`src/rtl/scs_pkg.sv`:
```
// Shared types and constants for the source comment stripper.
// No dependencies; every other file in rtl/ imports this package.
`default_nettype none

package scs_pkg;

  // Scanner modes
  typedef enum logic [2:0] {
    MODE_CODE   = 3'd0,
    MODE_STRING = 3'd1,
    MODE_SLASH  = 3'd2,
    MODE_BLOCK  = 3'd3,
    MODE_LINE   = 3'd4,
    MODE_HASH   = 3'd5,
    MODE_PASCAL = 3'd6
  } mode_t;

  // Result kinds
  typedef enum logic [1:0] {
    KIND_TEXT     = 2'd0,
    KIND_END_OK   = 2'd1,
    KIND_END_OPEN = 2'd2
  } kind_t;

  // Configuration register indexes
  typedef enum logic [2:0] {
    CFG_STRIP_BLOCK  = 3'd0,
    CFG_STRIP_LINE   = 3'd1,
    CFG_CONVERT_LINE = 3'd2,
    CFG_STRIP_HASH   = 3'd3,
    CFG_STRIP_PASCAL = 3'd4,
    CFG_DROP_EMPTY   = 3'd5
  } cfg_idx_t;

  localparam int unsigned CFG_IDX_W = 3;
  localparam int unsigned MAX_RES   = 4;   // results one byte can cause
  localparam int unsigned RES_CNT_W = 3;   // holds 0..MAX_RES
  localparam int unsigned QDEPTH    = 4;   // bundle queue entries
  localparam int unsigned QPTR_W    = 2;
  localparam int unsigned QCNT_W    = 3;

  // Character codes
  localparam logic [7:0] CH_NL     = 8'h0A;
  localparam logic [7:0] CH_CR     = 8'h0D;
  localparam logic [7:0] CH_DQUOTE = 8'h22;
  localparam logic [7:0] CH_HASH   = 8'h23;
  localparam logic [7:0] CH_SQUOTE = 8'h27;
  localparam logic [7:0] CH_LPAREN = 8'h28;
  localparam logic [7:0] CH_RPAREN = 8'h29;
  localparam logic [7:0] CH_STAR   = 8'h2A;
  localparam logic [7:0] CH_SLASH  = 8'h2F;
  localparam logic [7:0] CH_BSLASH = 8'h5C;
  localparam logic [7:0] CH_LBRACE = 8'h7B;
  localparam logic [7:0] CH_RBRACE = 8'h7D;

  typedef struct packed {
    logic strip_block;
    logic strip_line;
    logic convert_line;
    logic strip_hash;
    logic strip_pascal;
    logic drop_empty;
  } cfg_t;

  typedef struct packed {
    kind_t      kind;
    logic [7:0] data;
  } res_t;

  // All results caused by one accepted byte
  typedef struct packed {
    logic [RES_CNT_W-1:0] count;
    res_t [MAX_RES-1:0]   slot;
  } bundle_t;

endpackage

`default_nettype wire

```
`src/rtl/scs_front.sv`:
```
// Front end: configuration registers, scanner state and classification of each byte.
// Produces one bundle of up to four results per accepted byte. Uses scs_pkg.
`default_nettype none

module scs_front #(
  parameter int unsigned MAX_PASCAL_DEPTH = 255
) (
  input  wire                         clk,
  input  wire                         rst_n,
  input  wire                         cfg_valid,
  input  wire [scs_pkg::CFG_IDX_W-1:0] cfg_index,
  input  wire                         cfg_data,
  input  wire                         in_valid,
  output logic                        in_ready,
  input  wire [7:0]                   in_text_byte,
  input  wire [7:0]                   in_lookahead_byte,
  input  wire                         in_is_final,
  input  wire                         q_full,
  output logic                        push,
  output scs_pkg::bundle_t            push_bundle
);
  import scs_pkg::*;

  localparam int unsigned DW = $clog2(MAX_PASCAL_DEPTH + 1);

  cfg_t          cfg_r;
  mode_t         mode_r, mode_nxt, hmode;
  logic          qdbl_r, qdbl_nxt;
  logic          esc_r, esc_nxt;
  logic [7:0]    prev_r, prev_nxt;
  logic [DW-1:0] depth_r, depth_nxt;
  logic          brace_r, brace_nxt;
  logic          just_r, just_nxt;

  logic [7:0] b;
  logic       fin, la_star, is_quote, accept;
  logic       pas_close, pas_open, code_pascal, line_on;
  logic [7:0] close_q;

  assign b         = in_text_byte;
  assign fin       = in_is_final;
  assign la_star   = !fin && (in_lookahead_byte == CH_STAR);
  assign is_quote  = (b == CH_SQUOTE) || (b == CH_DQUOTE);
  assign close_q   = qdbl_r ? CH_DQUOTE : CH_SQUOTE;
  assign pas_close = ((prev_r == CH_STAR) && (b == CH_RPAREN)) || (brace_r && (b == CH_RBRACE));
  assign pas_open  = ((b == CH_LPAREN) && la_star) || (brace_r && (b == CH_LBRACE));
  assign code_pascal = cfg_r.strip_pascal &&
                       ((b == CH_LBRACE) || ((b == CH_LPAREN) && la_star));
  assign line_on   = cfg_r.strip_line || cfg_r.convert_line;

  assign in_ready = !q_full;
  assign accept   = in_valid && in_ready;
  assign push     = accept && (push_bundle.count != '0);

  // Configuration writes
  always_ff @(posedge clk) begin
    if (!rst_n) begin
      cfg_r <= '{strip_block: 1'b1, strip_line: 1'b1, default: 1'b0};
    end else if (cfg_valid) begin
      unique case (cfg_idx_t'(cfg_index))
        CFG_STRIP_BLOCK:  cfg_r.strip_block  <= cfg_data;
        CFG_STRIP_LINE:   cfg_r.strip_line   <= cfg_data;
        CFG_CONVERT_LINE: cfg_r.convert_line <= cfg_data;
        CFG_STRIP_HASH:   cfg_r.strip_hash   <= cfg_data;
        CFG_STRIP_PASCAL: cfg_r.strip_pascal <= cfg_data;
        CFG_DROP_EMPTY:   cfg_r.drop_empty   <= cfg_data;
        default: ;
      endcase
    end
  end

  // Next state
  always_comb begin
    mode_nxt  = mode_r;
    qdbl_nxt  = qdbl_r;
    esc_nxt   = esc_r;
    prev_nxt  = prev_r;
    depth_nxt = depth_r;
    brace_nxt = brace_r;
    just_nxt  = just_r;
    if (b != CH_CR) begin
      just_nxt = 1'b0;
      prev_nxt = b;
      unique case (mode_r)
        MODE_STRING: begin
          if (b == CH_BSLASH) begin
            esc_nxt = ~esc_r;
          end else begin
            if (is_quote && !esc_r && (b == close_q)) mode_nxt = MODE_CODE;
            esc_nxt = 1'b0;
          end
        end
        MODE_SLASH: begin
          if ((b == CH_STAR) && cfg_r.strip_block) begin
            mode_nxt = MODE_BLOCK;
            just_nxt = 1'b1;
          end else if ((b == CH_SLASH) && line_on) begin
            mode_nxt = MODE_LINE;
          end else begin
            mode_nxt = MODE_CODE;
          end
        end
        MODE_LINE, MODE_HASH: begin
          if (b == CH_NL) mode_nxt = MODE_CODE;
        end
        MODE_BLOCK: begin
          if ((b == CH_SLASH) && (prev_r == CH_STAR) && !just_r) mode_nxt = MODE_CODE;
        end
        MODE_PASCAL: begin
          if (pas_close) begin
            if (depth_r == '0) begin
              brace_nxt = 1'b0;
              mode_nxt  = MODE_CODE;
            end else begin
              depth_nxt = depth_r - DW'(1);
            end
          end else if (pas_open) begin
            if (depth_r < DW'(MAX_PASCAL_DEPTH)) depth_nxt = depth_r + DW'(1);
          end
        end
        default: begin
          if (is_quote) begin
            mode_nxt = MODE_STRING;
            qdbl_nxt = (b == CH_DQUOTE);
            esc_nxt  = 1'b0;
          end else if (b == CH_SLASH) begin
            mode_nxt = MODE_SLASH;
          end else if (cfg_r.strip_hash && (b == CH_HASH)) begin
            mode_nxt = MODE_HASH;
          end else if (code_pascal) begin
            brace_nxt = (b == CH_LBRACE);
            depth_nxt = '0;
            mode_nxt  = MODE_PASCAL;
          end
        end
      endcase
    end
    hmode = mode_nxt;
    if (fin) begin
      mode_nxt  = MODE_CODE;
      qdbl_nxt  = 1'b0;
      esc_nxt   = 1'b0;
      prev_nxt  = '0;
      depth_nxt = '0;
      brace_nxt = 1'b0;
      just_nxt  = 1'b0;
    end
  end

  // Outputs: the result bundle
  always_comb begin
    logic [RES_CNT_W-1:0] n;
    bundle_t              bnd;
    n   = '0;
    bnd = '0;
    if (b != CH_CR) begin
      unique case (mode_r)
        MODE_STRING: begin
          bnd.slot[n[1:0]] = '{KIND_TEXT, b}; n = n + 1'b1;
        end
        MODE_SLASH: begin
          if ((b == CH_STAR) && cfg_r.strip_block) begin
            n = n;
          end else if ((b == CH_SLASH) && line_on) begin
            if (cfg_r.convert_line) begin
              bnd.slot[n[1:0]] = '{KIND_TEXT, CH_SLASH}; n = n + 1'b1;
              bnd.slot[n[1:0]] = '{KIND_TEXT, CH_STAR};  n = n + 1'b1;
            end
          end else begin
            bnd.slot[n[1:0]] = '{KIND_TEXT, CH_SLASH}; n = n + 1'b1;
            bnd.slot[n[1:0]] = '{KIND_TEXT, b};        n = n + 1'b1;
          end
        end
        MODE_LINE, MODE_HASH: begin
          if (b == CH_NL) begin
            if ((mode_r == MODE_LINE) && cfg_r.convert_line) begin
              bnd.slot[n[1:0]] = '{KIND_TEXT, CH_STAR};  n = n + 1'b1;
              bnd.slot[n[1:0]] = '{KIND_TEXT, CH_SLASH}; n = n + 1'b1;
            end
            bnd.slot[n[1:0]] = '{KIND_TEXT, b}; n = n + 1'b1;
          end else if ((mode_r == MODE_LINE) && cfg_r.convert_line) begin
            bnd.slot[n[1:0]] = '{KIND_TEXT, b}; n = n + 1'b1;
          end
        end
        MODE_BLOCK, MODE_PASCAL: begin
          n = n;
        end
        default: begin
          if (is_quote) begin
            bnd.slot[n[1:0]] = '{KIND_TEXT, b}; n = n + 1'b1;
          end else if ((b == CH_SLASH) || (cfg_r.strip_hash && (b == CH_HASH)) ||
                       code_pascal) begin
            n = n;
          end else if (cfg_r.drop_empty && (b == CH_NL) && !fin &&
                       (in_lookahead_byte == CH_NL)) begin
            n = n;
          end else begin
            bnd.slot[n[1:0]] = '{KIND_TEXT, b}; n = n + 1'b1;
          end
        end
      endcase
    end
    if (fin) begin
      if (hmode == MODE_SLASH) begin
        bnd.slot[n[1:0]] = '{KIND_TEXT, CH_SLASH}; n = n + 1'b1;
      end
      bnd.slot[n[1:0]] = '{(hmode == MODE_STRING) ? KIND_END_OPEN : KIND_END_OK, 8'h00};
      n = n + 1'b1;
    end
    bnd.count   = n;
    push_bundle = bnd;
  end

  always_ff @(posedge clk) begin
    if (!rst_n) begin
      mode_r  <= MODE_CODE;
      qdbl_r  <= 1'b0;
      esc_r   <= 1'b0;
      prev_r  <= '0;
      depth_r <= '0;
      brace_r <= 1'b0;
      just_r  <= 1'b0;
    end else if (accept) begin
      mode_r  <= mode_nxt;
      qdbl_r  <= qdbl_nxt;
      esc_r   <= esc_nxt;
      prev_r  <= prev_nxt;
      depth_r <= depth_nxt;
      brace_r <= brace_nxt;
      just_r  <= just_nxt;
    end
  end

endmodule

`default_nettype wire

```
`src/rtl/scs_queue.sv`:
```
// Short queue of result bundles between the front end and the output serializer.
// Uses scs_pkg for the bundle type and depth.
`default_nettype none

module scs_queue (
  input  wire              clk,
  input  wire              rst_n,
  input  wire              push,
  input  scs_pkg::bundle_t push_bundle,
  output logic             full,
  input  wire              pop,
  output logic             nonempty,
  output scs_pkg::bundle_t head
);
  import scs_pkg::*;

  bundle_t             mem_r [QDEPTH];
  logic [QPTR_W-1:0]   wr_ptr_r, wr_ptr_nxt;
  logic [QPTR_W-1:0]   rd_ptr_r, rd_ptr_nxt;
  logic [QCNT_W-1:0]   cnt_r, cnt_nxt;
  logic                do_push, do_pop;

  assign full     = (cnt_r == QCNT_W'(QDEPTH));
  assign nonempty = (cnt_r != '0);
  assign head     = mem_r[rd_ptr_r];
  assign do_push  = push && !full;
  assign do_pop   = pop && nonempty;

  always_comb begin
    wr_ptr_nxt = do_push ? wr_ptr_r + 1'b1 : wr_ptr_r;
    rd_ptr_nxt = do_pop  ? rd_ptr_r + 1'b1 : rd_ptr_r;
    cnt_nxt    = cnt_r + QCNT_W'(do_push) - QCNT_W'(do_pop);
  end

  always_ff @(posedge clk) begin
    if (do_push) mem_r[wr_ptr_r] <= push_bundle;
  end

  always_ff @(posedge clk) begin
    if (!rst_n) begin
      wr_ptr_r <= '0;
      rd_ptr_r <= '0;
      cnt_r    <= '0;
    end else begin
      wr_ptr_r <= wr_ptr_nxt;
      rd_ptr_r <= rd_ptr_nxt;
      cnt_r    <= cnt_nxt;
    end
  end

endmodule

`default_nettype wire

```
`src/rtl/scs_back.sv`:
```
// Back end: walks each queued bundle one result at a time into the output register.
// Uses scs_pkg for the bundle type.
`default_nettype none

module scs_back (
  input  wire              clk,
  input  wire              rst_n,
  input  wire              q_nonempty,
  input  scs_pkg::bundle_t q_head,
  output logic             q_pop,
  output logic             out_valid,
  input  wire              out_ready,
  output logic [1:0]       out_kind,
  output logic [7:0]       out_byte,
  output logic             out_last_of_run
);
  import scs_pkg::*;

  logic        valid_r, valid_nxt;
  kind_t       kind_r;
  logic [7:0]  byte_r;
  logic        last_r;
  logic [1:0]  idx_r, idx_nxt;
  logic        load, is_last;
  res_t        cur;

  assign cur     = q_head.slot[idx_r];
  assign is_last = ({1'b0, idx_r} + 1'b1) == q_head.count;
  assign load    = q_nonempty && (!valid_r || out_ready);
  assign q_pop   = load && is_last;

  always_comb begin
    valid_nxt = valid_r;
    idx_nxt   = idx_r;
    if (load) begin
      valid_nxt = 1'b1;
      idx_nxt   = is_last ? 2'd0 : idx_r + 1'b1;
    end else if (out_ready) begin
      valid_nxt = 1'b0;
    end
  end

  always_ff @(posedge clk) begin
    if (!rst_n) begin
      valid_r <= 1'b0;
      idx_r   <= '0;
    end else begin
      valid_r <= valid_nxt;
      idx_r   <= idx_nxt;
    end
  end

  always_ff @(posedge clk) begin
    if (load) begin
      kind_r <= cur.kind;
      byte_r <= cur.data;
      last_r <= is_last;
    end
  end

  assign out_valid       = valid_r;
  assign out_kind        = kind_r;
  assign out_byte        = byte_r;
  assign out_last_of_run = last_r;

endmodule

`default_nettype wire

```
`src/rtl/source_comment_stripper.sv`:
```
// Top level of the source comment stripper: front end, bundle queue, output serializer.
// Depends on scs_pkg, scs_front, scs_queue and scs_back.
//
// The block takes source text one byte per transaction, each with the next non-CR byte as
// lookahead and a flag on the last byte of the stream, and returns the text with comments
// removed: slash-star, double-slash (or rewritten as slash-star), hash and nestable Pascal
// comments, each under its own enable bit, with quoted literals passed through intact and
// optional dropping of empty lines. CR bytes are ignored. On the last byte one end
// transaction follows the text, with kind 1, or kind 2 if a literal was left open; the
// scanner then returns to its reset state while the configuration bits stay. Every input
// byte is classified combinationally, so a new input transaction is taken every cycle
// while the four-entry bundle queue has room. Each input byte yields zero to four results,
// and the output register delivers one result per cycle while out_ready is high, so the
// sustained rate is one input byte per cycle as long as bytes average at most one result.
// Results go through the bundle queue, then leave the output register one at a time.
// Configuration writes are always ready and must only be issued while the block is idle.
// No clearing pass is needed after reset.
`default_nettype none

module source_comment_stripper #(
  parameter int unsigned MAX_PASCAL_DEPTH = 255
) (
  input  wire                          clk,
  input  wire                          rst_n,
  // configuration write channel
  input  wire                          cfg_valid,
  output logic                         cfg_ready,
  input  wire [scs_pkg::CFG_IDX_W-1:0] cfg_index,
  input  wire                          cfg_data,
  // input channel
  input  wire                          in_valid,
  output logic                         in_ready,
  input  wire [7:0]                    in_text_byte,
  input  wire [7:0]                    in_lookahead_byte,
  input  wire                          in_is_final,
  // result channel
  output logic                         out_valid,
  input  wire                          out_ready,
  output logic [1:0]                   out_kind,
  output logic [7:0]                   out_byte,
  output logic                         out_last_of_run
);
  import scs_pkg::*;

  logic    q_full, q_nonempty, q_push, q_pop;
  bundle_t q_in, q_head;

  // Configuration lands in a register in the front end; never stall it.
  assign cfg_ready = 1'b1;

  // Classify each byte and build its result bundle.
  scs_front #(
    .MAX_PASCAL_DEPTH(MAX_PASCAL_DEPTH)
  ) u_front (
    .clk              (clk),
    .rst_n            (rst_n),
    .cfg_valid        (cfg_valid),
    .cfg_index        (cfg_index),
    .cfg_data         (cfg_data),
    .in_valid         (in_valid),
    .in_ready         (in_ready),
    .in_text_byte     (in_text_byte),
    .in_lookahead_byte(in_lookahead_byte),
    .in_is_final      (in_is_final),
    .q_full           (q_full),
    .push             (q_push),
    .push_bundle      (q_in)
  );

  // Hold bundles so the front end keeps going while the output stalls.
  scs_queue u_queue (
    .clk        (clk),
    .rst_n      (rst_n),
    .push       (q_push),
    .push_bundle(q_in),
    .full       (q_full),
    .pop        (q_pop),
    .nonempty   (q_nonempty),
    .head       (q_head)
  );

  // Advance through each bundle one result per output transaction.
  scs_back u_back (
    .clk            (clk),
    .rst_n          (rst_n),
    .q_nonempty     (q_nonempty),
    .q_head         (q_head),
    .q_pop          (q_pop),
    .out_valid      (out_valid),
    .out_ready      (out_ready),
    .out_kind       (out_kind),
    .out_byte       (out_byte),
    .out_last_of_run(out_last_of_run)
  );

endmodule

`default_nettype wire

```
`config.mk`:
```
export PLATFORM = sky130hd
export DESIGN_NAME = source_comment_stripper
export DESIGN_NICKNAME = d
export VERILOG_FILES = /design/src/rtl/scs_pkg.sv /design/src/rtl/scs_front.sv /design/src/rtl/scs_queue.sv /design/src/rtl/scs_back.sv /design/src/rtl/source_comment_stripper.sv
export SDC_FILE = /design/constraint.sdc
export NUM_CORES = 1
export LEC_CHECK = 0
export ABC_AREA = 1
export BUFFER_PORTS_ARGS = -buffer_cell sky130_fd_sc_hd__buf_2
export CORE_MARGIN = 4
export CORE_UTILIZATION = 25
export DETAILED_ROUTE_END_ITERATION = 8
export GPL_TIMING_DRIVEN = 0
export HOLD_SLACK_MARGIN = 0.12
export SLEW_MARGIN = 20
export SYNTH_ARGS = -nofsm -noshare
export SYNTH_HDL_FRONTEND = slang
export SYNTH_SLANG_ARGS = --single-unit
```
`constraint.sdc`:
```
create_clock -name clk -period 4.85 [get_ports clk]
set_input_delay 0.485 -clock clk [delete_from_list [all_inputs] [get_ports clk]]
set_output_delay 0.485 -clock clk [all_outputs]
set_load 0.03 [all_outputs]
```
==> impl_metrics.csv <==
group,metric,value,unit
status,status,"complete, no violations",
clock_network,cts_resized,0,
floorplan,core.rowCount,69,
floorplan,die_h,199,µm
setup_path,path_class,"reg2reg",
timing,fin_crit_sh,89.5,%
floorplan,ios,40,
power,power.total,4.65,mW
route,drt_wl_total,23100,µm
synth,synth.mux.area_fraction,0.110,%
clock_network,post_cts_buffers,0,
placed_design,place.gp.congestion,0.873,
placed_design,dp_hpwl,16300,µm
min_path,min_path_type,"in2reg",
global_routing,grt_pass1_vias,6787,
setup_path,end_kind,"flip-flop",
cells_and_area,nFillCells,3706,
power,p_leak,3.94,nW
synth,synth_area_leaders,"edfxtp_1, dfxtp_1, nor2_1, o21ai_0, nand2_1",
power,power_density,434,nW/µm²
synth,synth-async-reset-ratio,0,%
cells_and_area,layout.area.seq,5480,µm²
setup_path,worstPathMaxFanout,19,
floorplan,coreArea,35800,µm²
timing,setup_violations,0,
synth,synth.top_cell.area_share,51.0,%
clock_network,clk_latency,450,ps
placed_design,port_buffers,36,
clock_network,cts_tree,"yes",
route,vias,6853,
synth,synthAdderAreaFrac,3.04,%
clock_network,h-tree-depth,4,
clock_network,cts_made_buffers,17,
synth,syn_inst,919,
clock_network,cts_root_buf,"clkbuf_16",
synth,synthesis.area,9130,µm²
synth,dominantRegCellSynth,"edfxtp_1",
synth,synth_xor_area_share,0.768,%
synth,synth.avg_cell_area,9.93,µm²
synth,synth_common_cells,"edfxtp_1, nor2_1, nand2_1, o21ai_0, inv_1",
cells_and_area,syn2layout_area_growth,17.4,%
timing,fmax,0.230,GHz
power,ir_drop,0.286,mV
clock_network,clk_pin_slew,70,ps
synth,synth_seq_cells,196,
global_routing,overflow,0,
route,viasPerCell,4.66,
setup_path,critPathLaunchType,"flip-flop",
synth,yosysMostFrequentCell,"edfxtp_1",
synth,yosysSeqAreaShare,60.0,%
synth,yosys.area_share.simple,17.3,%
timing,finClkSkew,13.5,ps
placed_design,place_area,10100,µm²
global_routing,grt_antenna_before_repair,0,
floorplan,die_area,39600,µm²
cells_and_area,drive_above_1_share,13.1,%
timing,slew_headroom,51.1,%
clock_network,postCtsHoldBufs,0,
timing,rsz0062_at_grt,"no",
global_routing,grt_pass1_wl,36800,µm
cells_and_area,diodes,0,
clock_network,cts.sinks,196,
cells_and_area,multiInputGateArea,3260,µm²
timing,finalHoldViolations,0,
timing,tightestPinTransition,730,ps
cells_and_area,final_area,10700,µm²
synth,synth-edff-count,155,
global_routing,grt_usage,11.9,%
synth,synth_cell_types,51,
timing,period_needed,4340,ps
setup_path,cp_data_arrival_time,4490,ps
cells_and_area,post-route-util,29.9,%
floorplan,dieWidth,199,µm
synth,synth_largest_area_cell,"edfxtp_1",
clock_network,clock_path_buffers,2,
synth,yosys_warnings,0,
route,drt_iter0_markers,526,
setup_path,cp.required,5000,ps
placed_design,numPlacedInstances,1440,
floorplan,start_util,25.5,%
route,wire_per_inst,15.7,µm
timing,slew_violations,0,
synth,synth-compound-area-share,13.3,%
cells_and_area,nets,1045,
route,route.detailed.drc,0,
global_routing,grt_max_degree,23,
synth,synth_top_family_by_area,"simple AND/OR/NAND/NOR gates",
job,drv_cap,0,
route,ant_nets,0,
route,drtPass1Iterations,5,
cells_and_area,stdcell_count,1472,
-- stage by stage --
step / TNS [ps] / hold WS, ps / setup slack (ps)
final: 0 / 316 / 509
after global routing: 0 / 325 / 8.13
after CTS: 0 / 304 / 507
after detailed placement: 0 / 451 / 246
after global placement: -246570 / 440 / -1800
after floorplan: 0 / 423 / 146
-- sequential cells by signal (all words and copies together) (netlist names), named ones only --
register and flops:
u_queue.mem_r 144, u_back.out_byte 8, u_front.depth_r 8, u_front.prev_r 8, u_front.cfg_r 6, u_front.mode_r 3, u_queue.cnt_r 3, u_back.idx_r 2
u_back.out_kind 2, u_queue.rd_ptr_r 2, u_queue.wr_ptr_r 2, u_back.out_last_of_run 1, u_back.out_valid 1, u_front.brace_r 1, u_front.esc_r 1, u_front.just_r 1
u_front.qdbl_r 1
-- path summary, 6_finish.rpt --
kind / startpoint / to / cells after the start / slack (ps)
worst max-delay path: u_front.mode_r[1]$_SDFFE_PN0P_ / u_queue.mem_r[3][17]$_DFFE_PP_ / 21 / 510
worst min-delay path: in_text_byte[7] / u_front.prev_r[7]$_SDFFE_PN0P_ / 3 / 320
worst max register to register: u_front.mode_r[1]$_SDFFE_PN0P_ / u_queue.mem_r[3][17]$_DFFE_PP_ / 21 / 510
worst min register to register: u_front.cfg_r[1]$_SDFFE_PN0P_ / u_front.cfg_r[1]$_SDFFE_PN0P_ / 2 / 460
-- area by class of cell --
cell class	count	share of cell area, %
clock inverter	15	1.79
sequential	196	51.1
buffer	35	1.38
inverter	93	3.26
tap	461	5.38
clock buffer	17	3.97
timing repair buffer	41	2.67
multi-input combinational	614	30.4
-- routing by layer --
layer  routed length, µm  GRT usage, %
met1               10800          16.2
met4                 342          3.39
met5                   0             0
met2               10500          18.9
met3                1510          2.90
-- where the power goes --
| group | internal [mW] | switching (mW) |
|---|---|---|
| sequential | 2.02 | 0.0540 |
| clock | 0.827 | 0.674 |
| combinational | 0.301 | 0.773 |
-- logic make-up (layout without fill, tap and decap cells) --
family / Yosys count / after routing
AOI/OAI and AO/OA: 213 / 213
other: 2 / 21
buffers and inverters: 128 / 201
DFF: 196 / 196
xor gates and xnor gates: 8 / 8
muxes: 1 / 1
and+or+nand+nor: 350 / 350
adders and majority gates: 21 / 21
-- worst max-delay path, cell delays in order (launching register included) --
cell and delay, ps:
dfxtp_1 460, inv_1 120, nor2_1 200, inv_1 80, nor2_2 140, inv_1 160, nor2_1 170, o21ai_1 100
nand2_1 80, nand2_2 100, ha_1 340, nor2_4 50, nor2_4 170, inv_1 60, nand2_1 60, ha_1 220
nor2_1 260, nor2_1 130, nand3_4 130, nand2_2 160, nor2_4 600, buf_16 250
-- cell usage in the layout, fill, tap and decap left out, drive strengths merged, types with 3 or more instances in the layout --
cell type    n
a21oi       58
a31oi        4
buf         48
bufinv       3
clkbuf      45
clkinv       6
conb        21
dfxtp       41
edfxtp     155
ha          19
inv         98
nand2      126
nand3       51
nand4        4
nor2       152
nor3         9
o211ai       6
o21ai      100
o221ai      14
o22ai       22
xnor2        5
xor2         3
(Power assumes the default switching activity.)
